<file path="config.mk">
export PLATFORM = sky130hd
export DESIGN_NAME = tap_mac
export DESIGN_NICKNAME = d
export VERILOG_FILES = /design/src/rtl/tap_pkg.sv /design/src/rtl/tap_mac.sv
export SDC_FILE = /design/constraint.sdc
export NUM_CORES = 1
export LEC_CHECK = 0
export BUFFER_PORTS_ARGS = -buffer_cell sky130_fd_sc_hd__buf_4
export CORE_ASPECT_RATIO = 0.5
export CORE_MARGIN = 5
export CORE_UTILIZATION = 50
export DETAILED_ROUTE_END_ITERATION = 8
export PLACE_DENSITY = 0.77
export SYNTH_ARGS = -nofsm -noshare
export SYNTH_HDL_FRONTEND = slang
export SYNTH_SLANG_ARGS = --single-unit
</file>
<file path="constraint.sdc">
create_clock -name vclk -period 6.5
set_clock_uncertainty 0.2 [all_clocks]
set_input_delay 0.975 -clock vclk [all_inputs]
set_output_delay 0.975 -clock vclk [all_outputs]
set_load 0.02 [all_outputs]
</file>
<file path="src/rtl/tap_pkg.sv">
// Shared constants, types and helpers for the tensor axis permuter.
// Used by tap_mac, tap_mem and tensor_axis_permute; depends on nothing.
`timescale 1ns / 1ps

package tap_pkg;

    localparam int MAX_DIMS     = 4;
    localparam int MAX_ELEMENTS = 4096;
    localparam int DATA_WIDTH   = 32;

    localparam int ADDR_W       = $clog2(MAX_ELEMENTS);
    localparam int DIM_W        = $clog2(MAX_DIMS);
    localparam int STEP_W       = $clog2(MAX_DIMS + 1);

    // Register layout
    localparam int RANK_W       = 3;
    localparam int SIZE_W       = 8;
    localparam int NUM_SIZE     = 4;
    localparam int ORDER_W      = 8;
    localparam int FIELD_W      = 2;
    localparam int CFG_IDX_W    = 3;
    localparam int CFG_DATA_W   = 8;

    // Accumulator of the multiply-add unit: holds the product of all extents
    localparam int ACC_W        = NUM_SIZE * SIZE_W;

    typedef enum logic [CFG_IDX_W-1:0] {
        CFG_RANK    = 3'd0,
        CFG_SIZE0   = 3'd1,
        CFG_SIZE1   = 3'd2,
        CFG_SIZE2   = 3'd3,
        CFG_SIZE3   = 3'd4,
        CFG_ORDER   = 3'd5,
        CFG_REVERSE = 3'd6
    } t_cfg_idx;

    typedef enum logic [1:0] {
        ST_OK       = 2'd0,
        ST_BAD_AXIS = 2'd1,
        ST_TOO_BIG  = 2'd2
    } t_status;

    typedef enum logic [1:0] {
        S_IDLE,
        S_TOTAL,
        S_ADDR,
        S_OUT
    } t_state;

    // A zero extent counts as one
    function automatic logic [SIZE_W-1:0] f_extent(input logic [SIZE_W-1:0] size);
        return (size == '0) ? SIZE_W'(1) : size;
    endfunction

endpackage

</file>
<file path="src/rtl/tap_mac.sv">
// Shared multiply-add unit: acc * extent + coordinate.
// Depends on tap_pkg.
`timescale 1ns / 1ps

module tap_mac
    import tap_pkg::*;
(
    input  logic [ACC_W-1:0]  i_acc,
    input  logic [SIZE_W-1:0] i_mul,
    input  logic [SIZE_W-1:0] i_add,
    output logic [ACC_W-1:0]  o_sum
);

    logic [ACC_W+SIZE_W-1:0] w_full;

    assign w_full = {{SIZE_W{1'b0}}, i_acc} * {{ACC_W{1'b0}}, i_mul}
                  + {{ACC_W{1'b0}}, i_add};
    // The product of at most four 8-bit extents fits the accumulator
    assign o_sum  = w_full[ACC_W-1:0];

endmodule

</file>
# After elaboration in Yosys (flattened, before gate mapping)
# Index checks and enable logic that the tools add are counted.
[totals]
register_bits = 0
[op_classes]
n_mul = 1
addsub = 1
[op_table]
columns = ["cell", "count"]
rows = [
  ["32-bit by 8-bit adder with 32-bit output", 1],
  ["32-bit by 8-bit multiplier with 32-bit output", 1],
]

# Longest topological paths before layout
# Gate-level depths: netlist of the first run.
[logic_depth]
word_depth = 2
mapped_depth = 21
mapped_depth_nobuf = 19

# Worst setup path before layout of the first run
# Ideal clock, no wire load.
[synth_path]
kind = "input to output"
from = "input i_mul[3]"
to = "output o_sum[30]"
setup_slack_ps = -88
path_stages = 18
n_path_buf = 3
t_required_ps = 5325
t_arrival_ps = 5413
path_cell_list = "clkbuf_1 > clkbuf_1 > and2_1 > fa_1 > fa_1 > fa_1 > inv_1 > fa_1 > inv_1 > ha_1 > clkbuf_1 > nand4_1 > nor3_1 > a21boi_1 > o21ai_1 > o211ai_1 > a21oi_1 > xnor2_1"
[synth_between]
elab_chain_len = 2
[synth_lines]
columns = ["element", "line_no", "text"]
rows = [
  ["from (decl)", "tap_mac.sv:9", "input logic [SIZE_W-1:0] i_mul,"],
  ["32-bit by 8-bit multiplier with 32-bit output", "tap_mac.sv:16", "assign w_full = {{SIZE_W{1'b0}}, i_acc} * {{ACC_W{1'b0}}, i_mul}"],
  ["32-bit by 8-bit adder with 32-bit output", "tap_mac.sv:17", "+ {{ACC_W{1'b0}}, i_add};"],
  ["to (decl)", "tap_mac.sv:11", "output logic [ACC_W-1:0] o_sum"],
]
# No other way between the ends.

# Final worst setup path of the first run
[layout_path]
from = "input i_mul[4]"
to = "output o_sum[31]"
# Same word-level chain as after synthesis.

==> impl_metrics.env, run 1 <==
export IMPL_status="finished, violations left"
export IMPL_violations="setup timing"
export IMPL_start_kind="input port"
export IMPL_clock_buffers=0
export IMPL_via_per_inst=5.292
export IMPL_coreArea_sq_mm=0.01458
export IMPL_syn_area_sq_mm=0.007523
export IMPL_max_cap_viol_count=0
export IMPL_min_period_ps=6644
export IMPL_die_area_sq_mm=0.01775
export IMPL_grt_max_degree=22
export IMPL_crit_path_frequent_cell="fa_1"
export IMPL_hp_class="input port to output pin"
export IMPL_min_to="o_sum[0]"
export IMPL_synthToLayoutAreaGrowth_pct=36.55
export IMPL_final_setup_viol_count=7
export IMPL_worst_slew_pin_slew_ps=533.7
export IMPL_n_fill_cell=1022
export IMPL_cpPeakStageDelay_ps=500
export IMPL_fmax_ghz=0.1505
export IMPL_layout_common_cells="inv_1 (218), buf_4 (163), and2_1 (158)"
export IMPL_drt_iter0_markers=388
export IMPL_critPathSlowestCell="fa_1"
export IMPL_crit_buf_inv=6
export IMPL_path_depth=20
export IMPL_worst_hold_slack_ps=2077
export IMPL_first_pass_iters=5
export IMPL_antenna_found_initial=0
export IMPL_ant_nets=0
export IMPL_holdBufCountCts=0
export IMPL_finalMaxSlewViolations=0
export IMPL_io_buffers=80
export IMPL_fp_dieH_um=96.74
export IMPL_yosys_warnings=0
export IMPL_worstPathMaxFanout=8
export IMPL_wirelength_um=22490
export IMPL_grt_overflow_total=0
export IMPL_cp_top_family="adder cells"
export IMPL_routedWlPerCell_um=17.72
export IMPL_ys_types=48
export IMPL_arrival_ps=5470
export IMPL_crit_chain="buf_12 -> buf_6 -> and2_1 -> fa_1 -> fa_1 -> fa_1 -> inv_1 -> fa_1 -> inv_2 -> ha_4 -> a211oi_1 -> o211ai_1 -> a31oi_1 -> buf_4 -> nand2_4 -> o21ai_4 -> o21ai_4 -> o41ai_4 -> xnor2_2 -> buf_4"
export IMPL_gp_congestion=0.8634
export IMPL_multiInputGateArea_sq_mm=0.007256
export IMPL_grt_pass1_wl_um=35000
export IMPL_finalHoldViolCount=0
export IMPL_synth_largest_area_cell="fa_1"
export IMPL_synth_cells=888
export IMPL_yosysSeqAreaShare_pct=0
export IMPL_postLayoutCoreUtil_pct=70.44
export IMPL_n_antenna_cell=0
export IMPL_yosys_area_top_type_share_pct=43.37
export IMPL_place_ws_ps=-461.2
export IMPL_rows=31
export IMPL_maxSlewHeadroom_pct=64.29
export IMPL_drc=0
export IMPL_critPathCaptureType="output pin"
export IMPL_min_path_cells=3
export IMPL_seq_cells=0
export IMPL_start_util_pct=51.59
export IMPL_grt_pass1_vias=7276
export IMPL_gr_usage_all_layers_pct=23.68
export IMPL_worst_slack_ps=-143.5
export IMPL_yosys_top_cells_area="fa_1 (43%), and2_1 (15%), inv_1 (12%)"
export IMPL_vias=6715
export IMPL_pin_count=80
export IMPL_place_hpwl_um=16510
export IMPL_rsz0062_at_grt="true"
export IMPL_layout_nets=1348
export IMPL_layout_commonest_cell="inv_1"
export IMPL_critPathLaunch="i_mul[4]"
export IMPL_layout_drive_gt1_share_pct=32.12
export IMPL_critPathKind="input port to output pin"
export IMPL_die_w_um=183.5
export IMPL_worstPathRequired_ps=5320
export IMPL_syn_num_nets=1163
export IMPL_syn_avg_cell_area_sq_um=8.472
export IMPL_seqCellArea_sq_um=0
export IMPL_fin_crit_sh_pct=102.2
export IMPL_hp_start="i_add[0]"
[Yosys cell counts, types with 3 or more instances]
cell	n
a31oi_1	3
mux2i_1	3
clkbuf_1	23
xnor2_1	24
o21ai_1	7
ha_1	64
fa_1	163
nor2b_1	4
and2_1	180
a21boi_1	4
o21ai_0	6
xor2_1	8
a21o_1	5
a21oi_1	18
inv_1	240
o21a_1	3
nor3_1	7
and3_1	5
o21bai_1	4
nor2_1	16
nand2_1	64
nand3_1	7
[per-layer routing]
layer | global-route usage [%] | vias up | wire length (um)
met5 | 0 | - | 0
met4 | 4.977 | 0 | 673
met3 | 1.762 | 78 | 1525
met2 | 42.35 | 273 | 11400
met1 | 31.65 | 3370 | 8888
li1 | - | 2994 | -
[final cells by class]
class / count / share of cell area (%)
inverter: 240 / 8.769
multi-input combinational: 625 / 70.62
tap: 198 / 2.411
timing repair buffer: 206 / 18.20
[worst max-delay path by stage]
stage	to	slack, ps
2_1_floorplan	o_sum[21]	2
4_1_cts	o_sum[21]	-100
6_report	o_sum[31]	-140
5_1_grt	o_sum[21]	-280
3_3_place_gp	o_sum[28]	-450
3_5_place_dp	o_sum[26]	-460
[through the flow]
step	TNS, ps	cell area, sq um	cells
finish	-427.7	10270	1269
global route	-1984	10270	1269
CTS	-226.4	9757	1254
detailed placement	-3544	9036	1238
global placement	-3099	9036	1238
floorplan	0	7561	888
[timing repair]
action	CTS	global route
resized for setup	129	89
setup endpoints to repair	14	18
pin swaps	65	72
buffers inserted	14	16
gates cloned	2	2
[kinds of logic after synthesis]
| group | after synthesis | synth area share, % |
|---|---|---|
| fa+ha+maj | 227 | 54.02 |
| mux | 3 | 0.3992 |
| xor+xnor | 32 | 3.725 |
| simple gates | 291 | 21.50 |
| compound gates | 72 | 7.235 |
| buf+inv | 263 | 13.12 |
Power of run 1 is not shown: default switching activity piles up to over one toggle a cycle in this logic, so the estimate is an artifact.
==> run 2: changes to the inputs <==
BUFFER_PORTS_ARGS = -buffer_cell sky130_fd_sc_hd__buf_2   (was -buffer_cell sky130_fd_sc_hd__buf_4)
TNS_END_PERCENT = 1   (was unset)
==> impl_metrics.env, run 2 (synthesized netlist as in run 1, its figures left out) <==
export IMPL_ant_nets=0
export IMPL_rows=31
export IMPL_die_w_um=183.5
export IMPL_final_setup_viol_count=7
export IMPL_start_util_pct=51.59
export IMPL_worstPathMaxFanout=13
export IMPL_fin_crit_sh_pct=101.6
export IMPL_layout_drive_gt1_share_pct=21.35
export IMPL_layout_commonest_cell="inv_1"
export IMPL_total_power_w=0.004904
export IMPL_p_seq_share_pct=0
export IMPL_fmax_ghz=0.1513
export IMPL_io_buffers=80
export IMPL_worstPathRequired_ps=5320
export IMPL_wirelength_um=18760
export IMPL_postLayoutCoreUtil_pct=63.25
export IMPL_grt_max_degree=31
export IMPL_seqCellArea_sq_um=0
export IMPL_routedWlPerCell_um=15.22
export IMPL_worst_slew_pin_slew_ps=394.6
export IMPL_clock_buffers=0
export IMPL_critPathCaptureType="output pin"
export IMPL_power_frac_comb_pct=100.0
export IMPL_fp_dieH_um=96.74
export IMPL_start_kind="input port"
export IMPL_max_cap_viol_count=0
export IMPL_layout_common_cells="inv_1 (238), and2_1 (179), fa_1 (160)"
export IMPL_finalMaxSlewViolations=0
export IMPL_maxSlewHeadroom_pct=73.63
export IMPL_die_area_sq_mm=0.01775
export IMPL_critPathLaunch="i_mul[4]"
export IMPL_antenna_found_initial=0
export IMPL_hp_start="i_add[0]"
export IMPL_p_per_area_mw_per_mm2=531.6
export IMPL_n_antenna_cell=0
export IMPL_gp_congestion=0.8752
export IMPL_p_leak_nw=4.777
export IMPL_fin_cells=1233
export IMPL_place_hpwl_um=15810
export IMPL_pin_count=80
export IMPL_power_frac_clock_pct=0
export IMPL_vias=6180
export IMPL_synthToLayoutAreaGrowth_pct=22.62
export IMPL_coreArea_sq_mm=0.01458
export IMPL_worst_hold_slack_ps=2090
export IMPL_layout_nets=1312
export IMPL_drc=0
export IMPL_seq_cells=0
export IMPL_hp_class="input port to output pin"
export IMPL_ir_drop_mv=0.4690
export IMPL_p_switching_w=0.002687
export IMPL_critPathKind="input port to output pin"
export IMPL_n_fill_cell=1185
export IMPL_p_int_w=0.002217
export IMPL_switching_share_pct=54.80
export IMPL_worst_slack_ps=-107.2
export IMPL_gr_usage_all_layers_pct=21.66
export IMPL_grt_overflow_total=0
export IMPL_violations="setup timing"
export IMPL_grt_pass1_vias=6854
export IMPL_drt_iter0_markers=214
export IMPL_status="finished, violations left"
export IMPL_grt_pass1_wl_um=32440
export IMPL_min_period_ps=6607
export IMPL_first_pass_iters=4
export IMPL_arrival_ps=5430
export IMPL_dp_cells=1232
export IMPL_finalHoldViolCount=0
export IMPL_via_per_inst=5.012
export IMPL_holdBufCountCts=0
export IMPL_rsz0062_at_grt="true"
[run 2: cell types whose count changed in the layout (fill, tap and decap cells not counted), sizes merged]
cell    change
buf        -35
clkbuf      -1
[run 2: path summary, 6_finish.rpt]
path / endpoint / depth (start not counted)
min: o_sum[0] / 3
max: o_sum[21] / 20
[run 2: layout make-up]
| cell class | count | area [sq um] | share of cell area, % |
|---|---|---|---|
| Multi-Input combinational cell | 625 | 6835 | 74.09 |
| Timing Repair Buffer | 170 | 1241 | 13.45 |
| Inverter | 240 | 900.9 | 9.765 |
| Tap cell | 198 | 247.7 | 2.685 |
[run 2: power by group through the flow]
| stage | clock, W | sequential, W | combinational (W) |
|---|---|---|---|
| final | 0 | 0 | 0.00490 |
| after global routing | 0 | 0 | 0.00541 |
| after CTS | 0 | 0 | 0.00464 |
| after detailed placement | 0 | 0 | 0.00433 |
| after global placement | 0 | 0 | 0.00424 |
| after floorplan | 0 | 0 | 0.00280 |
[run 2: layer usage]
metal / vias to the layer above / wire (um) / track usage (%)
li1: 2909 / - / -
met1: 3080 / 7830 / 28.66
met2: 161 / 9492 / 38.51
met3: 30 / 1102 / 2.661
met4: 0 / 337 / 4.005
met5: - / 0 / 0
[run 2: critical path: stages]
cell,delay [ps]
clkbuf_4,140
buf_12,140
and2_1,160
fa_1,390
fa_1,490
inv_1,50
fa_1,490
fa_1,490
inv_1,40
ha_1,280
o21a_1,200
o31a_4,120
buf_4,160
o31ai_4,230
a21oi_2,110
a211oi_4,240
o211ai_2,150
o41ai_2,250
xnor2_1,160
buf_4,160
[run 2: repair_timing]
action,4_1_cts,5_1_grt
endpoints found under the setup margin,19,18
setup buffers,0,1
resized for setup,51,33
pin swaps,21,11
[run 2: metrics by stage]
stage / instance area [sq um] / worst slack, ps / setup TNS (ps)
after floorplan: 7531 / -87.98 / -318.4
after global placement: 8823 / -482.8 / -4928
after detailed placement: 8823 / -514.3 / -6016
after CTS: 9056 / -156.1 / -571.1
after global routing: 9225 / -378.0 / -3118
final: 9225 / -107.2 / -551.6
No activity file was read; power rests on OpenSTA's default activity.
